[src/sv/frc_pkg.sv]
// Shared definitions for the framed command responder: item kind codes, frame
// and command byte values, reply constants and the controller/datapath structs.
// No dependencies; every other file of the block uses this package.
package frc_pkg;

   // Field widths of the request and response items.
   localparam int KIND_W    = 3;
   localparam int BYTE_W    = 8;
   localparam int ADC_W     = 10;
   localparam int RLEN_W    = 3;
   localparam int RIDX_W    = 4;

   // Reply buffer geometry.
   localparam int REPLY_DEPTH = 8;
   localparam int REPLY_IW    = 3;

   // Default maximum frame length, counting the length byte and the checksum.
   localparam int FRAME_BYTES_DEFAULT = 16;

   // Item kinds as delivered by the bus target.
   localparam logic [KIND_W-1:0] KIND_WRITE      = 3'd0;
   localparam logic [KIND_W-1:0] KIND_READ_FIRST = 3'd1;
   localparam logic [KIND_W-1:0] KIND_READ_NEXT  = 3'd2;
   localparam logic [KIND_W-1:0] KIND_COLLISION  = 3'd3;
   localparam logic [KIND_W-1:0] KIND_ADDRESS    = 3'd4;

   // Framing bytes.
   localparam logic [BYTE_W-1:0] SYNC_FIRST  = 8'h55;
   localparam logic [BYTE_W-1:0] SYNC_SECOND = 8'hAA;
   localparam logic [BYTE_W-1:0] FILL_BYTE   = 8'hFF;
   localparam logic [BYTE_W-1:0] ZERO_BYTE   = 8'h00;
   localparam logic [BYTE_W-1:0] ONE_BYTE    = 8'h01;

   // Command codes.
   localparam logic [BYTE_W-1:0] CMD_ECHO_A     = 8'h01;
   localparam logic [BYTE_W-1:0] CMD_ECHO_B     = 8'h02;
   localparam logic [BYTE_W-1:0] CMD_ACK_C      = 8'h03;
   localparam logic [BYTE_W-1:0] CMD_ACK_D      = 8'h04;
   localparam logic [BYTE_W-1:0] CMD_ACK_E      = 8'h05;
   localparam logic [BYTE_W-1:0] CMD_STATUS     = 8'h06;
   localparam logic [BYTE_W-1:0] CMD_SOFT_RESET = 8'h07;
   localparam logic [BYTE_W-1:0] CMD_ACK_H      = 8'h08;
   localparam logic [BYTE_W-1:0] CMD_ACK_I      = 8'h09;
   localparam logic [BYTE_W-1:0] CMD_POWER_KEY  = 8'h15;
   localparam logic [BYTE_W-1:0] CMD_VERSION    = 8'h16;
   localparam logic [BYTE_W-1:0] CMD_HEARTBEAT  = 8'h17;
   localparam logic [BYTE_W-1:0] CMD_ADC_READ   = 8'h3A;

   // Fixed reply contents.
   localparam logic [BYTE_W-1:0] VERSION_LEAD  = 8'h06;
   localparam logic [BYTE_W-1:0] VERSION_CHECK = 8'h1D;
   localparam logic [BYTE_W-1:0] BEAT_LEAD     = 8'h05;
   localparam logic [BYTE_W-1:0] BEAT_MARK     = 8'hAB;
   localparam logic [BYTE_W-1:0] BEAT_CHECK    = 8'hC7;
   localparam logic [BYTE_W-1:0] ADC_LEAD      = 8'h07;

   // Reply lengths.
   localparam logic [RLEN_W-1:0] RLEN_NONE    = 3'd0;
   localparam logic [RLEN_W-1:0] RLEN_PAIR    = 3'd2;
   localparam logic [RLEN_W-1:0] RLEN_BEAT    = 3'd5;
   localparam logic [RLEN_W-1:0] RLEN_VERSION = 3'd6;
   localparam logic [RLEN_W-1:0] RLEN_ADC     = 3'd7;

   localparam logic [RIDX_W-1:0] RIDX_TOP = 4'd15;

   // Commands from the controller to the datapath.
   typedef struct packed {
      logic step;      // apply the item just accepted
      logic answer;    // evaluate the completed frame
      logic finish;    // capture read data, apply a pending soft reset
      logic load_out;  // load the response register
   } frc_ctrl_type;

   // Status from the datapath to the controller.
   typedef struct packed {
      logic frame_done;  // the last item completed a frame
   } frc_status_type;

endpackage

[src/sv/frc_if.sv]
// Valid/ready channel interfaces for the framed command responder: one for
// request items and one for response items. Depends on frc_pkg for widths.
interface frc_req_if;
   logic                         valid;
   logic                         ready;
   logic [frc_pkg::KIND_W-1:0]   kind;
   logic [frc_pkg::BYTE_W-1:0]   data_byte;
   logic [frc_pkg::ADC_W-1:0]    adc_sample;

   modport source (output valid, kind, data_byte, adc_sample, input ready);
   modport sink   (input valid, kind, data_byte, adc_sample, output ready);
endinterface

interface frc_rsp_if;
   logic                         valid;
   logic                         ready;
   logic [frc_pkg::BYTE_W-1:0]   read_data;
   logic                         packet_done;
   logic [frc_pkg::RLEN_W-1:0]   response_length;
   logic                         power_enable;

   modport source (output valid, read_data, packet_done, response_length, power_enable,
                   input ready);
   modport sink   (input valid, read_data, packet_done, response_length, power_enable,
                   output ready);
endinterface

[src/sv/framed_command_responder_unit.sv]
// Top level of the framed command responder: ties the controller and the
// datapath to the request and response channels. Depends on frc_pkg, frc_if,
// frc_ctrl and frc_datapath.
//
// This block sits behind an I2C target and turns the bytes written by the bus
// master into framed commands: 0x55, 0xAA, a length byte (2 up to FRAME_BYTES,
// counting itself), a command, payload bytes and an additive 8-bit checksum.
// Each request item reports one bus event (data write, first read, next read,
// write collision or address write) and yields exactly one response item with
// the read byte (0xFF past the end of the reply, 0 for non-read events), a
// frame-complete flag, the current reply length and the power key output.
// The checksum is accumulated as the bytes arrive, so a frame is judged in the
// cycle after its last byte; a bad checksum leaves no reply. A soft reset
// command clears the framing and reply state but not the power key once its
// reply has been read. An item passes through four steps: the transfer that
// applies the bus event, the command decode and reply build, the capture of the
// read byte with any pending soft reset, and the load of the response register.
// The controller handles one item at a time, so this sequence sets the rate; a
// response that waits to be taken adds its wait only when the next item reaches
// the output step, since the response register stays apart from the input side.
// No clearing pass is needed after reset: the frame registers and the reply
// buffer are always written before they are read.
module framed_command_responder_unit #(
   parameter int FRAME_BYTES = frc_pkg::FRAME_BYTES_DEFAULT
) (
   input  logic  clock,
   input  logic  reset,
   frc_req_if.sink   req_channel,
   frc_rsp_if.source rsp_channel
);
   import frc_pkg::*;

   // Command and status groups between the controller and the datapath.
   frc_ctrl_type   ctrl;
   frc_status_type status;

   // The controller owns the handshakes; the datapath owns all payload.
   frc_ctrl u_ctrl (
      .clock     (clock),
      .reset     (reset),
      .req_valid (req_channel.valid),
      .req_ready (req_channel.ready),
      .rsp_valid (rsp_channel.valid),
      .rsp_ready (rsp_channel.ready),
      .status    (status),
      .ctrl      (ctrl)
   );

   // The datapath samples the request payload during the request transfer and
   // holds the response payload steady while the response waits.
   frc_datapath #(
      .FRAME_BYTES (FRAME_BYTES)
   ) u_datapath (
      .clock               (clock),
      .reset               (reset),
      .ctrl                (ctrl),
      .status              (status),
      .req_kind            (req_channel.kind),
      .req_data_byte       (req_channel.data_byte),
      .req_adc_sample      (req_channel.adc_sample),
      .rsp_read_data       (rsp_channel.read_data),
      .rsp_packet_done     (rsp_channel.packet_done),
      .rsp_response_length (rsp_channel.response_length),
      .rsp_power_enable    (rsp_channel.power_enable)
   );

endmodule

[src/sv/frc_ctrl.sv]
// Controller of the framed command responder: sequences each item through its
// step, answer, finish and output cycles. Depends on frc_pkg.
module frc_ctrl (
   input  logic                    clock,
   input  logic                    reset,
   input  logic                    req_valid,
   output logic                    req_ready,
   output logic                    rsp_valid,
   input  logic                    rsp_ready,
   input  frc_pkg::frc_status_type status,
   output frc_pkg::frc_ctrl_type   ctrl
);
   import frc_pkg::*;

   typedef enum logic [1:0] {ST_IDLE, ST_ANSWER, ST_FINISH, ST_OUTPUT} state_type;

   state_type state_ff;
   logic      ready_ff;
   logic      valid_ff;
   logic      out_free;

   assign out_free  = !valid_ff || rsp_ready;
   assign req_ready = ready_ff;
   assign rsp_valid = valid_ff;

   always_comb begin
      ctrl.step     = ready_ff && req_valid;
      ctrl.answer   = (state_ff == ST_ANSWER) && status.frame_done;
      ctrl.finish   = (state_ff == ST_FINISH);
      ctrl.load_out = (state_ff == ST_OUTPUT) && out_free;
   end

   always_ff @(posedge clock) begin
      if (reset) begin
         state_ff <= ST_IDLE;
         ready_ff <= 1'b1;
         valid_ff <= 1'b0;
      end else begin
         // A new response replaces the one taken in the same cycle.
         if ((state_ff == ST_OUTPUT) && out_free) begin
            valid_ff <= 1'b1;
         end else if (rsp_ready) begin
            valid_ff <= 1'b0;
         end
         unique case (state_ff)
            ST_IDLE: begin
               if (req_valid && ready_ff) begin
                  ready_ff <= 1'b0;
                  state_ff <= ST_ANSWER;
               end
            end
            ST_ANSWER: begin
               state_ff <= ST_FINISH;
            end
            ST_FINISH: begin
               state_ff <= ST_OUTPUT;
            end
            ST_OUTPUT: begin
               if (out_free) begin
                  ready_ff <= 1'b1;
                  state_ff <= ST_IDLE;
               end
            end
         endcase
      end
   end

endmodule

[src/sv/frc_datapath.sv]
// Datapath of the framed command responder: framing registers, running frame
// checksum, reply buffer, read pointer and response register. Depends on frc_pkg.
module frc_datapath #(
   parameter int FRAME_BYTES = frc_pkg::FRAME_BYTES_DEFAULT
) (
   input  logic                        clock,
   input  logic                        reset,
   input  frc_pkg::frc_ctrl_type       ctrl,
   output frc_pkg::frc_status_type     status,
   input  logic [frc_pkg::KIND_W-1:0]  req_kind,
   input  logic [frc_pkg::BYTE_W-1:0]  req_data_byte,
   input  logic [frc_pkg::ADC_W-1:0]   req_adc_sample,
   output logic [frc_pkg::BYTE_W-1:0]  rsp_read_data,
   output logic                        rsp_packet_done,
   output logic [frc_pkg::RLEN_W-1:0]  rsp_response_length,
   output logic                        rsp_power_enable
);
   import frc_pkg::*;

   localparam int                CW      = $clog2(FRAME_BYTES + 1);
   localparam logic [BYTE_W-1:0] MAX_LEN = BYTE_W'(FRAME_BYTES);
   localparam logic [BYTE_W-1:0] MIN_LEN = 8'd2;

   typedef enum logic [1:0] {PH_IDLE, PH_PREAMBLE, PH_LENGTH, PH_DATA} phase_type;

   // Control state.
   phase_type          phase_ff, phase_in;
   logic [CW-1:0]      count_ff, count_in;
   logic [CW-1:0]      len_ff, len_in;
   logic [RLEN_W-1:0]  rlen_ff, rlen_in;
   logic [RIDX_W-1:0]  idx_ff, idx_in;
   logic               pending_ff, pending_in;
   logic               key_ff, key_in;
   logic               done_ff, done_in;

   // Frame accumulation and item registers.
   logic [BYTE_W-1:0]  sum_ff, sum_in;
   logic               nz_ff, nz_in;
   logic [BYTE_W-1:0]  cmd_ff, cmd_in;
   logic [BYTE_W-1:0]  arg_ff, arg_in;
   logic [KIND_W-1:0]  kind_ff, kind_in;
   logic [BYTE_W-1:0]  byte_ff, byte_in;
   logic [ADC_W-1:0]   adc_ff, adc_in;
   logic [BYTE_W-1:0]  rd_ff, rd_in;

   logic [BYTE_W-1:0]  reply_ff [REPLY_DEPTH];
   logic [BYTE_W-1:0]  reply_in [REPLY_DEPTH];

   // Response register.
   logic [BYTE_W-1:0]  out_data_ff;
   logic               out_done_ff;
   logic [RLEN_W-1:0]  out_rlen_ff;
   logic               out_key_ff;

   // Frame position and reply builder signals.
   logic [CW:0]        next_count;
   logic               last_byte;
   logic               len_ok;
   logic               payload_zero;
   logic               len_ge3;
   logic [8:0]         adc_sum;
   logic [BYTE_W-1:0]  new_reply [REPLY_DEPTH];
   logic [RLEN_W-1:0]  new_rlen;
   logic               new_pending;
   logic               key_write;
   logic               key_value;
   logic [BYTE_W-1:0]  read_byte;
   logic               is_read;

   assign next_count   = {1'b0, count_ff} + (CW+1)'(1);
   assign last_byte    = next_count >= {1'b0, len_ff};
   assign len_ok       = (req_data_byte >= MIN_LEN) && (req_data_byte <= MAX_LEN);
   assign payload_zero = !nz_ff;
   assign len_ge3      = len_ff >= CW'(3);
   assign adc_sum      = 9'(ADC_LEAD) + 9'(CMD_ADC_READ) + 9'(ONE_BYTE)
                       + {7'b0, adc_ff[9:8]} + {1'b0, adc_ff[7:0]};
   assign read_byte    = ({1'b0, rlen_ff} > idx_ff) ? reply_ff[idx_ff[REPLY_IW-1:0]]
                                                     : FILL_BYTE;
   assign is_read      = (kind_ff == KIND_READ_FIRST) || (kind_ff == KIND_READ_NEXT);

   assign status.frame_done = done_ff;

   // Reply for the command of a frame whose checksum was good.
   always_comb begin
      for (int i = 0; i < REPLY_DEPTH; i++) begin
         new_reply[i] = ZERO_BYTE;
      end
      new_rlen    = RLEN_NONE;
      new_pending = 1'b0;
      key_write   = 1'b0;
      key_value   = 1'b0;
      unique case (cmd_ff) inside
         CMD_ECHO_A, CMD_ECHO_B: begin
            new_reply[0] = cmd_ff;
            new_rlen     = RLEN_PAIR;
         end
         CMD_ACK_C, CMD_ACK_D, CMD_ACK_E, CMD_ACK_H, CMD_ACK_I: begin
            new_reply[0] = payload_zero ? cmd_ff : FILL_BYTE;
            new_reply[1] = payload_zero ? ZERO_BYTE : FILL_BYTE;
            new_rlen     = RLEN_PAIR;
         end
         CMD_STATUS, CMD_SOFT_RESET: begin
            new_reply[0] = payload_zero ? cmd_ff : FILL_BYTE;
            new_reply[1] = payload_zero ? ONE_BYTE : FILL_BYTE;
            new_rlen     = RLEN_PAIR;
            new_pending  = payload_zero && (cmd_ff == CMD_SOFT_RESET);
         end
         CMD_POWER_KEY: begin
            if (len_ge3) begin
               key_write    = 1'b1;
               key_value    = (arg_ff == ONE_BYTE);
               new_reply[0] = CMD_POWER_KEY;
               new_reply[1] = ONE_BYTE;
               new_rlen     = RLEN_PAIR;
            end
         end
         CMD_VERSION: begin
            new_reply[0] = VERSION_LEAD;
            new_reply[1] = CMD_VERSION;
            new_reply[2] = ONE_BYTE;
            new_reply[5] = VERSION_CHECK;
            new_rlen     = RLEN_VERSION;
         end
         CMD_HEARTBEAT: begin
            if (payload_zero) begin
               new_reply[0] = BEAT_LEAD;
               new_reply[1] = CMD_HEARTBEAT;
               new_reply[2] = BEAT_MARK;
               new_reply[4] = BEAT_CHECK;
               new_rlen     = RLEN_BEAT;
            end else begin
               new_reply[0] = FILL_BYTE;
               new_reply[1] = FILL_BYTE;
               new_rlen     = RLEN_PAIR;
            end
         end
         CMD_ADC_READ: begin
            if (!payload_zero) begin
               new_reply[0] = FILL_BYTE;
               new_reply[1] = FILL_BYTE;
               new_rlen     = RLEN_PAIR;
            end else if (len_ge3 && (arg_ff == ZERO_BYTE)) begin
               new_reply[0] = ADC_LEAD;
               new_reply[1] = CMD_ADC_READ;
               new_reply[2] = ONE_BYTE;
               new_reply[3] = {6'b0, adc_ff[9:8]};
               new_reply[4] = adc_ff[7:0];
               new_reply[5] = {7'b0, adc_sum[8]};
               new_reply[6] = adc_sum[7:0];
               new_rlen     = RLEN_ADC;
            end else if (len_ge3) begin
               new_reply[0] = CMD_ADC_READ;
               new_rlen     = RLEN_PAIR;
            end
         end
         default: begin
         end
      endcase
   end

   // Next-state logic for every register but the response register, one command at a time.
   always_comb begin
      phase_in   = phase_ff;
      count_in   = count_ff;
      len_in     = len_ff;
      rlen_in    = rlen_ff;
      idx_in     = idx_ff;
      pending_in = pending_ff;
      key_in     = key_ff;
      done_in    = done_ff;
      sum_in     = sum_ff;
      nz_in      = nz_ff;
      cmd_in     = cmd_ff;
      arg_in     = arg_ff;
      kind_in    = kind_ff;
      byte_in    = byte_ff;
      adc_in     = adc_ff;
      rd_in      = rd_ff;
      for (int i = 0; i < REPLY_DEPTH; i++) begin
         reply_in[i] = reply_ff[i];
      end

      if (ctrl.step) begin
         kind_in = req_kind;
         byte_in = req_data_byte;
         adc_in  = req_adc_sample;
         done_in = 1'b0;
         case (req_kind)
            KIND_COLLISION: begin
               phase_in = PH_IDLE;
            end
            KIND_READ_NEXT: begin
               if (idx_ff != RIDX_TOP) begin
                  idx_in = idx_ff + RIDX_W'(1);
               end
            end
            KIND_WRITE: begin
               unique case (phase_ff)
                  PH_IDLE: begin
                     if (req_data_byte == SYNC_FIRST) begin
                        phase_in = PH_PREAMBLE;
                     end
                  end
                  PH_PREAMBLE: begin
                     phase_in = (req_data_byte == SYNC_SECOND) ? PH_LENGTH : PH_IDLE;
                  end
                  PH_LENGTH: begin
                     len_in   = req_data_byte[CW-1:0];
                     count_in = CW'(1);
                     sum_in   = req_data_byte;
                     nz_in    = 1'b0;
                     phase_in = len_ok ? PH_DATA : PH_IDLE;
                  end
                  PH_DATA: begin
                     count_in = next_count[CW-1:0];
                     if (count_ff == CW'(1)) begin
                        cmd_in = req_data_byte;
                     end
                     if (count_ff == CW'(2)) begin
                        arg_in = req_data_byte;
                     end
                     if (last_byte) begin
                        phase_in = PH_IDLE;
                        done_in  = 1'b1;
                     end else begin
                        sum_in = sum_ff + req_data_byte;
                        if (count_ff >= CW'(2)) begin
                           nz_in = nz_ff || (req_data_byte != ZERO_BYTE);
                        end
                     end
                  end
               endcase
            end
            default: begin
            end
         endcase
      end

      if (ctrl.answer) begin
         if (sum_ff == byte_ff) begin
            rlen_in    = new_rlen;
            idx_in     = '0;
            pending_in = new_pending;
            for (int i = 0; i < REPLY_DEPTH; i++) begin
               reply_in[i] = new_reply[i];
            end
            if (key_write) begin
               key_in = key_value;
            end
         end else begin
            rlen_in = RLEN_NONE;
         end
      end

      if (ctrl.finish) begin
         rd_in = is_read ? read_byte : ZERO_BYTE;
         if (pending_ff && (idx_ff >= {1'b0, rlen_ff})) begin
            phase_in   = PH_IDLE;
            count_in   = '0;
            len_in     = '0;
            rlen_in    = RLEN_NONE;
            idx_in     = '0;
            pending_in = 1'b0;
         end
      end
   end

   always_ff @(posedge clock) begin
      if (reset) begin
         phase_ff   <= PH_IDLE;
         count_ff   <= '0;
         len_ff     <= '0;
         rlen_ff    <= RLEN_NONE;
         idx_ff     <= '0;
         pending_ff <= 1'b0;
         key_ff     <= 1'b0;
         done_ff    <= 1'b0;
      end else begin
         phase_ff   <= phase_in;
         count_ff   <= count_in;
         len_ff     <= len_in;
         rlen_ff    <= rlen_in;
         idx_ff     <= idx_in;
         pending_ff <= pending_in;
         key_ff     <= key_in;
         done_ff    <= done_in;
      end
   end

   always_ff @(posedge clock) begin
      sum_ff  <= sum_in;
      nz_ff   <= nz_in;
      cmd_ff  <= cmd_in;
      arg_ff  <= arg_in;
      kind_ff <= kind_in;
      byte_ff <= byte_in;
      adc_ff  <= adc_in;
      rd_ff   <= rd_in;
      for (int i = 0; i < REPLY_DEPTH; i++) begin
         reply_ff[i] <= reply_in[i];
      end
      if (ctrl.load_out) begin
         out_data_ff <= rd_ff;
         out_done_ff <= done_ff;
         out_rlen_ff <= rlen_ff;
         out_key_ff  <= key_ff;
      end
   end

   assign rsp_read_data       = out_data_ff;
   assign rsp_packet_done     = out_done_ff;
   assign rsp_response_length = out_rlen_ff;
   assign rsp_power_enable    = out_key_ff;

endmodule

[src/flat_wrapper.sv]
// flat-port wrapper written by rule: the top's interface ports become plain ports
module framed_command_responder_unit_flat import frc_pkg::*;
#(
   parameter int FRAME_BYTES = frc_pkg::FRAME_BYTES_DEFAULT
)
  (clock, reset, req_channel_valid, req_channel_kind, req_channel_data_byte, req_channel_adc_sample, req_channel_ready, rsp_channel_valid, rsp_channel_read_data, rsp_channel_packet_done, rsp_channel_response_length, rsp_channel_power_enable, rsp_channel_ready);
  frc_req_if req_channel_i ();
  frc_rsp_if rsp_channel_i ();
  input  logic clock;
  input  logic reset;
  input wire logic [$bits(req_channel_i.valid)-1:0] req_channel_valid;
  input wire logic [$bits(req_channel_i.kind)-1:0] req_channel_kind;
  input wire logic [$bits(req_channel_i.data_byte)-1:0] req_channel_data_byte;
  input wire logic [$bits(req_channel_i.adc_sample)-1:0] req_channel_adc_sample;
  output wire logic [$bits(req_channel_i.ready)-1:0] req_channel_ready;
  output wire logic [$bits(rsp_channel_i.valid)-1:0] rsp_channel_valid;
  output wire logic [$bits(rsp_channel_i.read_data)-1:0] rsp_channel_read_data;
  output wire logic [$bits(rsp_channel_i.packet_done)-1:0] rsp_channel_packet_done;
  output wire logic [$bits(rsp_channel_i.response_length)-1:0] rsp_channel_response_length;
  output wire logic [$bits(rsp_channel_i.power_enable)-1:0] rsp_channel_power_enable;
  input wire logic [$bits(rsp_channel_i.ready)-1:0] rsp_channel_ready;
  assign req_channel_i.valid = req_channel_valid;
  assign req_channel_i.kind = req_channel_kind;
  assign req_channel_i.data_byte = req_channel_data_byte;
  assign req_channel_i.adc_sample = req_channel_adc_sample;
  assign req_channel_ready = req_channel_i.ready;
  assign rsp_channel_valid = rsp_channel_i.valid;
  assign rsp_channel_read_data = rsp_channel_i.read_data;
  assign rsp_channel_packet_done = rsp_channel_i.packet_done;
  assign rsp_channel_response_length = rsp_channel_i.response_length;
  assign rsp_channel_power_enable = rsp_channel_i.power_enable;
  assign rsp_channel_i.ready = rsp_channel_ready;
  framed_command_responder_unit #(.FRAME_BYTES(FRAME_BYTES)) u_core (.clock(clock), .reset(reset), .req_channel(req_channel_i), .rsp_channel(rsp_channel_i));
endmodule
[config.mk]
export PLATFORM = sky130hd
export DESIGN_NAME = framed_command_responder_unit_flat
export DESIGN_NICKNAME = d
export VERILOG_FILES = /design/src/sv/frc_pkg.sv /design/src/sv/frc_if.sv /design/src/sv/framed_command_responder_unit.sv /design/src/sv/frc_ctrl.sv /design/src/sv/frc_datapath.sv /design/src/flat_wrapper.sv
export SDC_FILE = /design/constraint.sdc
export NUM_CORES = 1
export LEC_CHECK = 0
export BUFFER_PORTS_ARGS = -buffer_cell sky130_fd_sc_hd__buf_2
export CAP_MARGIN = 20
export CORE_UTILIZATION = 50
export DETAILED_ROUTE_END_ITERATION = 16
export GPL_TIMING_DRIVEN = 0
export PLACE_DENSITY = 0.76
export SLEW_MARGIN = 20
export SYNTH_ARGS = -nofsm -noshare
export SYNTH_HDL_FRONTEND = slang
export SYNTH_SLANG_ARGS = --single-unit
[constraint.sdc]
create_clock -name clock -period 3.6 [get_ports clock]
set_input_delay 0.54 -clock clock [delete_from_list [all_inputs] [get_ports clock]]
set_output_delay 0.54 -clock clock [all_outputs]
set_load 0.02 [all_outputs]
==> results of run 1 <==
[critical path, delay by kind of cell (launching register included)]
| kind | cells | cell delay, ns |
|---|---|---|
| compound gates | 5 | 1.77 |
| fa+ha+maj | 2 | 0.54 |
| buf+inv | 2 | 0.12 |
| flops | 1 | 0.44 |
[power by group]
| group | switching, uW | internal [uW] | leakage, uW |
|---|---|---|---|
| Combinational | 240 | 129 | 0.00134 |
| Sequential | 42.5 | 1710 | 0.00115 |
| Clock | 614 | 1170 | 0.000294 |
| Total | 896 | 3010 | 0.00278 |
[flip-flops by register name (all words and copies together), names as in the netlist, 4 cells and up]
name / cells
u_core.u_datapath.arg_ff: 8
u_core.u_datapath.sum_ff: 8
u_core.u_datapath.reply_ff: 35
u_core.u_datapath.byte_ff: 8
u_core.u_datapath.cmd_ff: 8
u_core.u_datapath.idx_ff: 4
u_core.u_datapath.adc_ff: 10
u_core.u_datapath.count_ff: 5
u_core.u_datapath.rsp_read_data: 8
u_core.u_datapath.rd_ff: 8
u_core.u_datapath.len_ff: 5
[cells in the mapped netlist (4+ instances only)]
library cell  number
nor3_1            11
a21o_1             5
nand2b_1           4
a31oi_1            6
nand2_1           44
o21ai_1            5
nand3_1           19
mux2_2             7
nand4_1            4
dfxtp_1           26
nor2b_1            6
o21ai_0           23
a21oi_1           34
clkbuf_1          11
mux2i_1            7
inv_1             32
buf_2              8
a22oi_1            6
and2_1            13
nor2_1            47
xnor2_1           13
ha_1              30
nor4_1             4
edfxtp_1         102
xor2_1            10
[through the flow]
| step | power (uW) | cell area (sq um) |
|---|---|---|
| after global routing | 4060 | 7400 |
| after floorplan | 2030 | 6350 |
| after CTS | 3950 | 7400 |
| after detailed placement | 2150 | 6770 |
| final | 3910 | 7400 |
| after global placement | 2120 | 6750 |
[cell families after synthesis]
group / count (synthesis)
DFF: 128
and+or+nand+nor: 184
xor gates and xnor gates: 23
muxes: 17
adders and majority gates: 32
buffers and inverters: 53
AOI/OAI and AO/OA: 111
[layout by cell type (no fill, tap or decap), drive strengths merged, types with 6 or more instances in the layout]
master / synthesis / final
a21oi: 34 / 34
a22oi: 6 / 6
a31oi: 6 / 6
and2: 13 / 13
buf: 10 / 51
clkbuf: 11 / 29
dfxtp: 26 / 26
edfxtp: 102 / 102
ha: 30 / 30
inv: 32 / 32
mux2: 7 / 7
mux2i: 7 / 7
nand2: 46 / 46
nand3: 20 / 20
nor2: 47 / 47
nor2b: 7 / 7
nor3: 14 / 14
nor4: 7 / 7
o21ai: 29 / 29
xnor2: 13 / 13
xor2: 10 / 10
[layout make-up]
| class | count | share of cell area [%] |
|---|---|---|
| flip-flops and latches | 128 | 48.4 |
| multi-input cells | 367 | 34.5 |
| clock buffers | 18 | 5.93 |
| repair buffers | 41 | 2.87 |
| well taps | 168 | 2.84 |
| clock inverters | 14 | 2.57 |
| inverters | 32 | 1.62 |
| plain buffers | 21 | 1.20 |
[final timing paths]
check | startpoint | end | slack, ns | depth (start not counted)
worst min-delay path | req_channel_adc_sample[9] | u_core.u_datapath.adc_ff[9]$_DFFE_PP_ | 0.29 | 1
worst max-delay path | u_core.u_datapath.count_ff[0]$_SDFF_PP0_ | u_core.u_datapath.nz_ff$_DFFE_PP_ | 0.47 | 9
worst min register to register | u_core.u_datapath.rd_ff[4]$_SDFFCE_PN0P_ | u_core.u_datapath.rsp_read_data[4]$_DFFE_PP_ | 0.42 | 0
worst max register to register | u_core.u_datapath.count_ff[0]$_SDFF_PP0_ | u_core.u_datapath.nz_ff$_DFFE_PP_ | 0.47 | 9
[metal layers]
| metal | global-route usage, % | wire [um] | share of wire (%) |
|---|---|---|---|
| met4 | 8.83 | 263 | 2.1 |
| met3 | 5.72 | 664 | 5.3 |
| met2 | 34.3 | 6070 | 48 |
| met5 | 0 | 0 | 0 |
| met1 | 26.0 | 5550 | 44 |
==> impl_metrics.toml, run 1 <==
[setup_path]
arrival_ns = 3.27
critical_path_class = "reg -> reg"
cp-start-kind = "register"
worstSetupEndpointType = "register"
critPathMaxStageDelay_ns = 0.83
path_cells = "inv_1 -> ha_1 -> inv_1 -> ha_1 -> a21o_1 -> a211oi_1 -> o21bai_1 -> a21oi_1 -> o41a_1"
cpMaxStageDelayCell = "a21oi_1"
worstPathRequired_ns = 3.73
crit_fanout = 9

[route]
ant_nets = 0
wire_per_inst_um = 15.9
firstDrtPassIters = 5
via_per_inst = 5.49
drc = 0
dr_total_vias = 4328
wirelength_um = 12600
drt_iter0_markers = 394

[floorplanning]
die-area_sq_um = 13200
core_area_sq_um = 12200
die_h_um = 115
io_pins = 40
rows = 40
start_util_pct = 52.0
dieWidth_um = 115

[pwr]
p_per_area_nw_per_um2 = 528
power.leakage_uw = 0.00278
peakVddDrop_mv = 0.310

[clock_network]
worstSkewPairLatency_ns = 0.42
post_cts_buffers = 0
post_cts_resized = 0
clkTransAtPathRegs_ns = 0.06
cts.sinks = 128
cts_buffers = 17
cts_max_level = 4
clockBufferDepth = 2
cts_root_buf = "clkbuf_16"
hold_buffers = 0
cts_tree = "done"

[timing]
period_share_pct = 87.0
hold-worst-slack_ns = 0.291
hold_viol_final = 0
worst_pin_slew_ns = 1.01
fmax_mhz = 319
setup_slack_ns = 0.467
setup_violations = 0
report.final.slew_viol_count = 0
skew_ns = 0.0187
rsz0062_at_grt = "no"
slew_headroom_pct = 32.3
period_minus_slack_ns = 3.13
fin_tns_setup_ns = 0

[layout]
fill_cells = 978
syn2layout_area_growth_pct = 16.6
multi_input_area_sq_um = 2560
layout.area.seq_sq_um = 3580
diodes = 0
nets = 665
drive_above_1_share_pct = 18.2
post-route-util_pct = 60.6
stdcell_count = 789

[yosys]
synth_top_cell_area_share_pct = 48.2
yosysWarningCount = 0
ys_ff_latch = 128
synthAdderAreaFrac_pct = 6.54
synth_top_family_by_area = "simple AND/OR/NAND/NOR gates"
seq_area_frac_synth_pct = 56.4
synth_area_leaders = "edfxtp_1 (48%), dfxtp_1 (8.2%), ha_1 (5.9%)"
syn_inst = 548
synth_edf_count = 102
synthArstFlopShare_pct = 0
yosysUniqueCellTypes = 69
yosysTopAreaCell = "edfxtp_1"
muxShareOfSynthArea_pct = 3.41
avgSynthCellArea_sq_um = 11.6
synth_compound_area_share_pct = 11.4
synth_fp_nets = 605
synthXorXnorAreaFrac_pct = 3.17
synthFlopType = "edfxtp_1"
synth-simple-area-share_pct = 15.8
syn-cell-area_sq_um = 6350

[run]
cap_viol_max_count = 0

[global_routing]
track_usage_pct = 20.9
antenna_found_initial = 0
grt_pass1_vias = 4181
gr-total-overflow = 0
grt_max_degree = 22
grt_pass1_wl_um = 20500

[run_status]
status = "completed"

[worst_hold_path]
hp-class = "in -> reg"

[place]
gp_congestion = 0.874
placedCellCount = 757
dp_hpwl_um = 9140
port_buffers = 38
pre_cts_slack_ns = 0.442
Power figures use the tool's default switching activity.
==> inputs of run 2 (changes only) <==
--- a/config.mk
+++ b/config.mk
@@ -8,6 +8,7 @@
 export BUFFER_PORTS_ARGS = -buffer_cell sky130_fd_sc_hd__buf_2
 export CAP_MARGIN = 20
 export CORE_UTILIZATION = 50
+export CTS_CLUSTER_DIAMETER = 60
 export DETAILED_ROUTE_END_ITERATION = 16
 export GPL_TIMING_DRIVEN = 0
 export PLACE_DENSITY = 0.76
==> constraint.sdc (replaced) <==
create_clock -name clock -period 2.9 [get_ports clock]
set_input_delay 0.435 -clock clock [delete_from_list [all_inputs] [get_ports clock]]
set_output_delay 0.435 -clock clock [all_outputs]
set_load 0.02 [all_outputs]
==> impl_metrics.toml, run 2 (synthesized netlist as in run 1, its figures left out) <==
[setup_path]
cpMaxStageDelayCell = "dfxtp_1"
worstPathRequired_ns = 3.03
r2r-end = "u_core.u_datapath.nz_ff$_DFFE_PP_"
path_cells = "inv_1 -> ha_1 -> inv_1 -> ha_1 -> a21o_1 -> a211oi_1 -> o21bai_1 -> a21oi_4 -> o41a_1"
rrSetupSlack_ns = 0.21
path_buf_inv = 2
cp-start-kind = "register"
critical_path_class = "reg -> reg"
crit_fanout = 9
path_depth = 9
r2r_start = "u_core.u_datapath.count_ff[0]$_SDFF_PP0_"
arrival_ns = 2.82
crit_family = "compound AO/OA/AOI/OAI gates"
crit_start = "u_core.u_datapath.count_ff[0]$_SDFF_PP0_"
critPathMaxStageDelay_ns = 0.44
worstSetupEndpointType = "register"
r2r_cells = 9

[route]
wire_per_inst_um = 15.9
firstDrtPassIters = 5
ant_nets = 0
via_per_inst = 5.46
dr_total_vias = 4309
drt_iter0_markers = 392
drc = 0
wirelength_um = 12600

[place]
placedCellCount = 757
gp_congestion = 0.874
placed_cell_area_sq_um = 6770
dp_hpwl_um = 9140
port_buffers = 38

[clock_network]
cts.sinks = 128
clkTransAtPathRegs_ns = 0.06
cts_root_buf = "clkbuf_16"
worstSkewPairLatency_ns = 0.42
cts_tree = "done"
clockBufferDepth = 2
cts_max_level = 4
hold_buffers = 0
cts_buffers = 17

[global_routing]
track_usage_pct = 20.9
grt_max_degree = 22
grt_pass1_wl_um = 20500
grt_pass1_vias = 4181
antenna_found_initial = 0
gr-total-overflow = 0

[timing]
hold_viol_final = 0
rsz0062_at_grt = "no"
period_minus_slack_ns = 2.69
skew_ns = 0.0194
fin_tns_setup_ns = 0
setup_violations = 0
worst_pin_slew_ns = 0.991
period_share_pct = 92.6
fmax_mhz = 372
report.final.slew_viol_count = 0
slew_headroom_pct = 33.8

[floorplanning]
dieWidth_um = 115
start_util_pct = 52.0
die_h_um = 115
die-area_sq_um = 13200
io_pins = 40
rows = 40
core_area_sq_um = 12200

[run]
cap_viol_max_count = 0

[pwr]
sw_frac_of_total_pct = 22.9
p_int_uw = 3740
p_total_uw = 4850
p_per_area_nw_per_um2 = 655
pwr-share-seq_pct = 44.9
power.leakage_uw = 0.00278
power.share.combinational_pct = 9.4
pwr-share-clk_pct = 45.7
peakVddDrop_mv = 0.385
p_sw_uw = 1110

[layout]
drive_above_1_share_pct = 18.4
largest_reg_flops = 35
top_register = "u_core.u_datapath.reply_ff"
stdcell_count = 789
syn2layout_area_growth_pct = 16.8
mostFrequentLayoutCell = "edfxtp_1"
layout_common_cells = "edfxtp_1 (102), nor2_1 (47), buf_2 (46)"
post-route-util_pct = 60.7
top_regs = "u_core.u_datapath.reply_ff x35, u_core.u_datapath.adc_ff x10"
fin_area_sq_um = 7410
nets = 665
diodes = 0

[worst_hold_path]
hp-class = "in -> reg"
min_to = "u_core.u_datapath.adc_ff[9]$_DFFE_PP_"
hold_depth = 1
hp-start = "req_channel_adc_sample[9]"

[run_status]
status = "completed"
==> run 2: cell count changes in the layout (fill, tap and decap cells not counted) <==
cell     previous run  this run
a21oi_1            34        33
a21oi_4             0         1
==> run 2: per-stage QoR <==
| step | worst slack (ns) | hold slack, ns |
|---|---|---|
| 6_report | 0.215 | 0.186 |
| 3_5_place_dp | -0.258 | 0.405 |
| 3_3_place_gp | -0.519 | 0.402 |
| 2_1_floorplan | 0.113 | 0.400 |
| 4_1_cts | 0.0524 | 0.177 |
| 5_1_grt | 0.0168 | 0.174 |
==> run 2: worst register-to-register path: stages, from the launching register on <==
cell and delay (ns):
dfxtp_1 0.44, inv_1 0.07, ha_1 0.27, inv_1 0.05
ha_1 0.27, a21o_1 0.16, a211oi_1 0.31, o21bai_1 0.22
a21oi_4 0.40, o41a_1 0.23
==> run 2: worst max path at each step <==
| stage | end | slack [ns] |
|---|---|---|
| final | u_core.u_datapath.nz_ff$_DFFE_PP_ | 0.21 |
| after global routing | u_core.u_datapath.nz_ff$_DFFE_PP_ | 0.02 |
| after CTS | u_core.u_datapath.nz_ff$_DFFE_PP_ | 0.05 |
| after detailed placement | u_core.u_datapath.nz_ff$_DFFE_PP_ | -0.26 |
| after global placement | u_core.u_datapath.key_ff$_SDFFE_PP0P_ | -0.52 |
| after floorplan | u_core.u_datapath.key_ff$_SDFFE_PP0P_ | 0.11 |
==> run 2: cell type report <==
class	instances	area [sq um]
fillers	977	4800
flip-flops and latches	128	3580
multi-input cells	367	2570
clock buffers	18	439
repair buffers	41	213
well taps	168	210
clock inverters	14	190
inverters	32	120
plain buffers	21	88.8
==> run 2: metal layers <==
| layer | vias up | GRT usage (%) | routed length [um] |
|---|---|---|---|
| met2 | 113 | 34.3 | 6030 |
| met4 | 0 | 8.83 | 265 |
| met5 | - | 0 | 0 |
| met1 | 2047 | 26.0 | 5660 |
| li1 | 2132 | - | - |
| met3 | 17 | 5.72 | 609 |
==> run 2: repair_timing <==
action,4_1_cts,5_1_grt
endpoints found under the setup margin,9,1
gates resized for setup,1,1
setup buffers,0,0
==> run 2: power by group through the flow <==
| stage | Sequential (uW) | Combinational [uW] | Clock, uW |
|---|---|---|---|
| floorplan | 2230 | 285 | 0 |
| global placement | 2210 | 424 | 0 |
| CTS | 2180 | 463 | 2260 |
| global route | 2190 | 519 | 2330 |
| detailed placement | 2220 | 455 | 0 |
| finish | 2180 | 457 | 2220 |
